**src/rtl/core/arp_cache_table_defines.svh**
```systemverilog
// Assertion macros shared by the table's checking code.
`ifndef ARP_CACHE_TABLE_DEFINES_SVH
`define ARP_CACHE_TABLE_DEFINES_SVH

// Same-cycle implication, sampled on clk, quiet during reset.
`define ARPC_ASSERT_NOW(lbl, ante, cons, msg) \
    lbl: assert property (@(posedge clk) disable iff (!rst_n) (ante) |-> (cons)) else $error(msg);

// Next-cycle implication, sampled on clk, quiet during reset.
`define ARPC_ASSERT_NEXT(lbl, ante, cons, msg) \
    lbl: assert property (@(posedge clk) disable iff (!rst_n) (ante) |=> (cons)) else $error(msg);

`endif

```
**src/rtl/core/arpc_pkg.sv**
```systemverilog
`default_nettype none

package arpc_pkg;

    localparam int IP_W  = 32;
    localparam int MAC_W = 48;

    localparam logic OP_LOOKUP = 1'b0;
    localparam logic OP_INSERT = 1'b1;

    typedef struct packed {
        logic             opcode;
        logic [IP_W-1:0]  ip_address;
        logic [MAC_W-1:0] mac_address;
    } arpc_req_t;

    typedef struct packed {
        logic             found;
        logic [MAC_W-1:0] mac_result;
        logic             dropped;
    } arpc_rsp_t;

    // Token that walks the cell chain, one cell per cycle.
    typedef struct packed {
        logic             valid;
        logic             opcode;
        logic             found;
        logic [IP_W-1:0]  ip;
        logic [MAC_W-1:0] mac;
    } arpc_tok_t;

endpackage

`default_nettype wire

```
**src/rtl/core/arpc_cell.sv**
```systemverilog
`default_nettype none

module arpc_cell
    import arpc_pkg::*;
(
    input  wire logic      clk,
    input  wire logic      rst_n,
    input  wire arpc_tok_t tok_in,
    output arpc_tok_t      tok_out
);

    logic             used_reg;
    logic             used_next;
    logic [IP_W-1:0]  ip_reg;
    logic [MAC_W-1:0] mac_reg;
    arpc_tok_t        tok_reg;
    arpc_tok_t        tok_next;
    logic             take_insert;
    logic             lookup_hit;

    always_comb
    begin
        take_insert = tok_in.valid && !tok_in.found && (tok_in.opcode == OP_INSERT)
                      && !used_reg;
        lookup_hit  = tok_in.valid && !tok_in.found && (tok_in.opcode == OP_LOOKUP)
                      && used_reg && (ip_reg == tok_in.ip);
        used_next   = used_reg | take_insert;
        tok_next    = tok_in;
        if (take_insert)
        begin
            tok_next.found = 1'b1;
        end
        if (lookup_hit)
        begin
            // carry the stored MAC onward
            tok_next.found = 1'b1;
            tok_next.mac   = mac_reg;
        end
    end

    always_ff @(posedge clk or negedge rst_n)
    begin
        if (!rst_n)
        begin
            used_reg <= 1'b0;
            tok_reg  <= '0;
        end
        else
        begin
            used_reg <= used_next;
            tok_reg  <= tok_next;
        end
    end

    always_ff @(posedge clk)
    begin
        if (take_insert)
        begin
            ip_reg  <= tok_in.ip;
            mac_reg <= tok_in.mac;
        end
    end

    assign tok_out = tok_reg;

endmodule

`default_nettype wire

```
**src/rtl/core/arp_cache_table.sv**
```systemverilog
// IPv4-to-MAC address table built as a chain of entry cells.
//
// Request channel (req, req_valid, req_stall): one beat carries an opcode,
// an IP address and a MAC address. Insert stores the pair in the lowest
// unused entry; lookup returns the MAC of the lowest used entry whose IP
// matches. Response channel (rsp, rsp_valid, rsp_stall): one beat per request
// with found, mac_result and dropped (insert into a full table).
//
// A request becomes a token that steps through one cell per cycle, passing
// each cell's register, then the holding register, then the response
// register before rsp_valid rises. Only one token is in the chain at a time:
// req_stall stays high from acceptance until the result moves into the
// response register, so no new request is taken before then.
//
// The response register parts the two sides: while a result waits under
// rsp_stall, the next request is accepted and walks the chain; it then waits
// in a holding register, and further requests stall until it moves out.
//
// Reset clears every entry's used mark, so the table starts empty, and
// drops any request in flight.
`default_nettype none
`include "arp_cache_table_defines.svh"

module arp_cache_table
    import arpc_pkg::*;
#(
    parameter int TABLE_ENTRIES = 16
)
(
    input  wire logic      clk,
    input  wire logic      rst_n,
    input  wire arpc_req_t req,
    input  wire logic      req_valid,
    output logic           req_stall,
    output arpc_rsp_t      rsp,
    output logic           rsp_valid,
    input  wire logic      rsp_stall
);

    arpc_tok_t chain [TABLE_ENTRIES+1];

    logic      busy_reg;
    logic      busy_next;
    logic      pend_valid_reg;
    logic      pend_valid_next;
    arpc_rsp_t pend_reg;
    arpc_rsp_t pend_next;
    logic      rsp_valid_reg;
    logic      rsp_valid_next;
    arpc_rsp_t rsp_reg;
    logic      req_take;
    logic      pend_move;
    arpc_tok_t tail;

    // Launch a token at the head of the chain on each request beat.
    assign req_take = req_valid && !busy_reg;

    assign chain[0] = '{valid:  req_take,
                        opcode: req.opcode,
                        found:  1'b0,
                        ip:     req.ip_address,
                        mac:    req.mac_address};

    for (genvar k = 0; k < TABLE_ENTRIES; k++)
    begin : g_cell
        arpc_cell u_cell (
            .clk     (clk),
            .rst_n   (rst_n),
            .tok_in  (chain[k]),
            .tok_out (chain[k+1])
        );
    end

    assign tail = chain[TABLE_ENTRIES];

    // Turn the finished token into a response: hold the MAC only on a hit.
    always_comb
    begin
        pend_next.found      = tail.found;
        pend_next.mac_result = (tail.opcode == OP_LOOKUP && tail.found) ? tail.mac
                                                                        : '0;
        pend_next.dropped    = (tail.opcode == OP_INSERT) && !tail.found;
    end

    always_comb
    begin
        pend_move       = pend_valid_reg && (!rsp_valid_reg || !rsp_stall);
        busy_next       = busy_reg;
        pend_valid_next = pend_valid_reg;
        rsp_valid_next  = rsp_valid_reg;
        if (rsp_valid_reg && !rsp_stall)
        begin
            rsp_valid_next = 1'b0;
        end
        if (pend_move)
        begin
            rsp_valid_next  = 1'b1;
            pend_valid_next = 1'b0;
            busy_next       = 1'b0;
        end
        if (tail.valid)
        begin
            pend_valid_next = 1'b1;
        end
        if (req_take)
        begin
            busy_next = 1'b1;
        end
    end

    always_ff @(posedge clk or negedge rst_n)
    begin
        if (!rst_n)
        begin
            busy_reg       <= 1'b0;
            pend_valid_reg <= 1'b0;
            rsp_valid_reg  <= 1'b0;
        end
        else
        begin
            busy_reg       <= busy_next;
            pend_valid_reg <= pend_valid_next;
            rsp_valid_reg  <= rsp_valid_next;
        end
    end

    always_ff @(posedge clk)
    begin
        if (tail.valid)
        begin
            pend_reg <= pend_next;
        end
        if (pend_move)
        begin
            rsp_reg <= pend_reg;
        end
    end

    assign req_stall = busy_reg;
    assign rsp       = rsp_reg;
    assign rsp_valid = rsp_valid_reg;

    `ARPC_ASSERT_NOW(a_pend_busy, pend_valid_reg, busy_reg, "held result without busy")
    `ARPC_ASSERT_NOW(a_tail_free, tail.valid, !pend_valid_reg, "token overran held result")
    `ARPC_ASSERT_NEXT(a_take_busy, req_take, busy_reg, "request taken but chain not busy")
    `ARPC_ASSERT_NOW(a_rsp_excl, rsp_valid_reg, !(rsp_reg.found && rsp_reg.dropped),
        "result both found and dropped")

endmodule

`default_nettype wire
```
**config.mk**
```make
export PLATFORM = sky130hd
export DESIGN_NAME = arp_cache_table
export DESIGN_NICKNAME = d
export VERILOG_FILES = /design/src/rtl/core/arpc_pkg.sv /design/src/rtl/core/arpc_cell.sv /design/src/rtl/core/arp_cache_table.sv
export VERILOG_INCLUDE_DIRS = /design/src /design/src/rtl/core
export SDC_FILE = /design/constraint.sdc
export NUM_CORES = 2
export LEC_CHECK = 0
export BUFFER_PORTS_ARGS = -buffer_cell sky130_fd_sc_hd__buf_2
export CORE_MARGIN = 1
export CORE_UTILIZATION = 66
export CTS_BUF_LIST = sky130_fd_sc_hd__clkbuf_16
export CTS_CLUSTER_SIZE = 16
export DETAILED_ROUTE_END_ITERATION = 16
export MAX_ROUTING_LAYER = met4
export PLACE_DENSITY_LB_ADDON = 0.08
export RECOVER_POWER = 25
export SLEW_MARGIN = 20
export SYNTH_ARGS = -nofsm -noshare
export SYNTH_HDL_FRONTEND = slang
export SYNTH_SLANG_ARGS = --single-unit
```
**constraint.sdc**
```tcl
create_clock -name clk -period 8.7 [get_ports clk]
set_clock_uncertainty 0.2 [all_clocks]
set_input_delay 1.305 -clock clk [delete_from_list [all_inputs] [get_ports clk]]
set_output_delay 1.305 -clock clk [all_outputs]
set_load 0.05 [all_outputs]
```
## Yosys cells after proc, flatten, opt, wreduce, memory -nomap -nowiden

Cells that the tools add are included.

- Add/subtract/negate cells: 0
- Multiply operators: 0
- Div/mod/pow operators: 0
- Magnitude comparators: 0
- Equality and inequality tests: 16
- Shift-type cells: 0
- Mux-type cells: 53
- Bitwise operators: 33
- Reductions and logical operators: 139

Operator list:

| cell | count |
|---|---|
| 48-bit 2-to-1 mux | 16 |
| 32-bit equality test | 16 |
| 1-bit logical AND | 100 |
| 1-bit 2-to-1 mux | 37 |
| 1-bit zero test | 35 |
| 1-bit inverter | 17 |
| 1-bit OR | 16 |
| 2-bit nonzero test | 3 |
| 1-bit logical OR | 1 |

- Register bits after elaboration: 2,695
- Latch bits: 0
- RAM bits: 0
- Memory bits (read-only): 0
- Bits of input ports: 85
- Output and inout port bits: 52
- Word-level logic and storage cells: 377
- Memories kept: 0

## Longest topological paths before layout

- Depth after elaboration: 6
- Gate-level depth with buffers: 7
- Gate-level depth less buffers: 5

## Modules after synthesis

From an unflattened synthesis, not the netlist that was laid out.

- Cell total of the unflattened synthesis: 4,438
- Area total of the unflattened synthesis: 91,471.5 µm²

Modules (own cells, without submodules):

| module | instances | cells each | area each (µm²) | seq. area each (µm²) |
|---|---|---|---|---|
| arpc_cell | 16 | 267 | 5,499.0 | 4,504.3 |
| arp_cache_table | 1 | 166 | 3,487.1 | 3,078.0 |

## Worst setup path after synthesis

Ideal clock, no wire load.

- Kind: input to register
- Start point: input port req_valid
- End point: register g_cell[0].u_cell.ip_reg[0], enable pin
- Library setup time: 0.519 ns
- Data arrival time: 4.949 ns
- Data required time: 7.981 ns
- Setup slack: 3.032 ns
- Stages on the path: 3
- Path buffers: 0
- Cells stage by stage: nor2b_1 > nand2_1 > nor2_1

- Cells in the longest elaborated chain, start to end: 3

RTL lines:

| item | RTL line | source |
|---|---|---|
| start: declaration | arp_cache_table.sv:33 | `input wire logic req_valid,` |
| 1-bit logical AND | arp_cache_table.sv:56 | `assign req_take = req_valid && !busy_reg;` |
| 1-bit logical AND | arpc_cell.sv:23 | `take_insert = tok_in.valid && !tok_in.found && (tok_in.opcode == OP_INSERT)` |
| 1-bit logical AND | arpc_cell.sv:24 | `&& !used_reg;` |
| via g_cell[0].u_cell.take_insert | arpc_cell.sv:18 | `logic take_insert;` |
| end signal: assignment | arpc_cell.sv:59 | `ip_reg <= tok_in.ip;` |
| end: declaration | arpc_cell.sv:14 | `logic [IP_W-1:0] ip_reg;` |

The timed path passes the listed nets, and every way through them passes these cells.
A chain may end at the register's enable or synchronous reset.

## Final worst setup path

- Start point: register rsp_valid_reg (netlist: rsp_valid)
- End point: output port rsp_valid

RTL lines:

| item | RTL line | source |
|---|---|---|
| start: declaration | arp_cache_table.sv:48 | `logic rsp_valid_reg;` |
| start signal: assignment | arp_cache_table.sv:123 | `rsp_valid_reg <= rsp_valid_next;` |
| end: declaration | arp_cache_table.sv:36 | `output logic rsp_valid,` |

No word-level cell between the ends.

==> impl_metrics.yaml <==
clock_network:
  cts_tree: "done"
  cts_resized: 0
  clock_sinks: 2695
  clkTransAtPathRegs_ns: 0.06
  clkLatencyLatePin_ns: 0.87
  post_cts.repair.setup_buffers: 0
  root_buffer: "clkbuf_16"
  cts_buffers: 274
  cts_hold_buffers: 0
  clock_path_buffers: 4
  cts_htree_levels: 5
grt:
  grt_overflow: 0
  grt_pass1_wl_um: 206000
  grt_pass1_vias: 38800
  grtUsageTotal_pct: 19.4
  grt_max_degree: 217
  antenna_found_initial: 2
yosys:
  yosysUniqueCellTypes: 28
  synth.cell_area_um2: 90000
  async_reset_ff_share_pct: 48.8
  synth.net_count: 4492
  ys_seq_area_share_pct: 82.6
  synth_enable_flop_cells: 1380
  synthCells: 4407
  ys_warn_count: 0
  yosys_register_bits: 2695
  synth_ff_type: "edfxtp_1"
  syn_area_per_cell_um2: 20.4
timing:
  hold_violations: 0
  fin_ws_ns: 5.68
  finalCriticalPeriod_ns: 3.02
  setup_viol: 0
  rsz0062_at_grt: "no"
  drv_slew: 0
  relSlewSlack_pct: 30.8
  tightest_slew_ns: 1.04
  fin_setup_tns_ns: 0
  max_freq_mhz: 331
  period_share_pct: 34.7
final_layout:
  largest_register_ffs: 1296
  area_growth_pct: 12.6
  stdcell_area_um2: 101000
  fin_cells: 6767
  diodes: 0
  fillers: 7577
  utilization_pct: 74.8
  fin_nets: 4869
  drive_above_1_share_pct: 25.7
route:
  first_pass_iters: 5
  vias: 35600
  met2_length_um: 62000
  wl_per_cell_um: 18.0
  first_iter_violations: 1820
  drt_wl_total_um: 122000
  ant_nets: 0
  drc: 0
  topRoutingLayerUsed: "met4"
  via_per_inst: 5.26
  drt-met1-wl_um: 51700
  wl_met3_um: 4570
floorplanning:
  die-area_um2: 138000
  start_util_pct: 66.5
  core_um2: 135000
  rows: 135
  fp.dieH_um: 371
  io_pins: 137
  die_width_um: 371
setup_path:
  critPathRequiredTime_ns: 7.19
  crit_family: "flip-flops"
  worstPathArrival_ns: 1.52
  worstPathCellList: "buf_2"
  crit_slowest_cell: "dfrtp_1"
  slowest_delay_ns: 0.37
  critPathBufInv: 1
  crit_path_end_kind: "output port"
  path_max_fanout: 3
  critical_path_class: "flop to output port"
  start_kind: "flop"
status:
  outcome: "finished clean"
min_path:
  hold_path.class: "flop to flop"
pwr:
  power_density_nw_per_um2: 257
  ir_worst_vdd_uv: 185
  power.leakage_nw: 37.8
placed_design:
  dp_slack_ns: 5.00
  place_area_um2: 93100
  dp.cells: 6288
  dp.final_hpwl_um: 75700
  portBuffers: 136
  gp_congestion: 0.810
run:
  drv_cap: 0
## Yosys cell counts, types with 19 or more instances
| cell type | count | area share [%] |
|---|---|---|
| and2_1 | 48 | 0.33 |
| buf_1 | 48 | 0.20 |
| dfrtp_1 | 1315 | 37 |
| edfxtp_1 | 1380 | 46 |
| mux2_2 | 748 | 9.4 |
| nand2_1 | 20 | 0.083 |
| nand2b_1 | 21 | 0.15 |
| nand3_1 | 33 | 0.18 |
| nand4_1 | 110 | 0.76 |
| nor2_1 | 31 | 0.13 |
| nor3_1 | 29 | 0.16 |
| nor4_1 | 19 | 0.13 |
| xnor2_1 | 489 | 4.8 |
| xor2_1 | 21 | 0.20 |
## per-stage QoR
step | hold WS, ns | power [W]
floorplan | 0.147 | 0.0152
global placement | 0.162 | 0.0156
detailed placement | 0.172 | 0.0156
CTS | 0.182 | 0.0263
global route | 0.187 | 0.0270
finish | 0.180 | 0.0260
## cell families (layout without fill, tap and decap cells)
| family | after synthesis | after routing | share of synthesized area [%] |
|---|---|---|---|
| compound gates | 3 | 3 | 0.0236 |
| xor+xnor | 510 | 510 | 4.96 |
| buf+inv | 86 | 665 | 0.514 |
| flops | 2695 | 2695 | 82.6 |
| mux | 768 | 768 | 9.64 |
| simple gates | 345 | 345 | 2.27 |
## final cells by class
class | count | area (um2) | area share (%)
well taps | 1781 | 2230 | 2.20
clock buffers | 286 | 7160 | 7.06
repair buffers | 186 | 1090 | 1.07
flip-flops and latches | 2695 | 74300 | 73.4
inverters | 1 | 3.75 | 0.00370
clock inverters | 192 | 1090 | 1.07
multi-input cells | 1626 | 15400 | 15.2
## routing by layer
layer  global-route usage (%)  vias up
met3                     3.92      209
met4                     6.81        0
met2                     31.1      534
li1                         -    16800
met1                     25.2    18000
met5                        -        -
## worst paths after layout
check,start,endpoint,slack (ns),cells past startpoint
min in group asynchronous,rst_n,g_cell[15].u_cell.tok_out[35],0.24,1
setup / recovery,rsp_valid,rsp_valid,5.68,1
hold reg to reg,g_cell[7].u_cell.tok_out[81],g_cell[8].u_cell.tok_out[81],0.18,0
max in group asynchronous,rst_n,g_cell[12].u_cell.tok_out[63],5.97,4
hold / removal,g_cell[7].u_cell.tok_out[81],g_cell[8].u_cell.tok_out[81],0.18,0
setup reg to reg,g_cell[4].u_cell.tok_out[52],g_cell[5].u_cell.tok_out[32],5.79,5
## layout by cell type (no fill, tap or decap), types with 2 or more instances in the layout
master	n
edfxtp_1	1380
dfrtp_1	1314
mux2_2	748
xnor2_1	489
clkbuf_16	286
nand4_1	110
buf_2	102
inv_1	79
clkinv_1	61
and2_1	48
buf_4	46
clkbuf_1	33
clkinv_2	32
nor3_1	29
xor2_1	21
nand2b_1	21
nand2_1	20
nor4_1	19
nand3_1	18
nor2_4	16
nor2_1	15
nand4bb_1	13
nand3_2	13
nand3b_1	13
mux2_1	11
bufinv_16	11
mux2_4	9
nor2b_1	4
inv_6	4
buf_12	4
clkinvlp_4	3
nand3_4	2
nand4b_1	2
## where the power goes
part | internal [W] | switching (W)
Clock | 0.00623 | 0.00439
Combinational | 0.000349 | 0.000583
Sequential | 0.0141 | 0.000354
(Power assumes the default switching activity.)
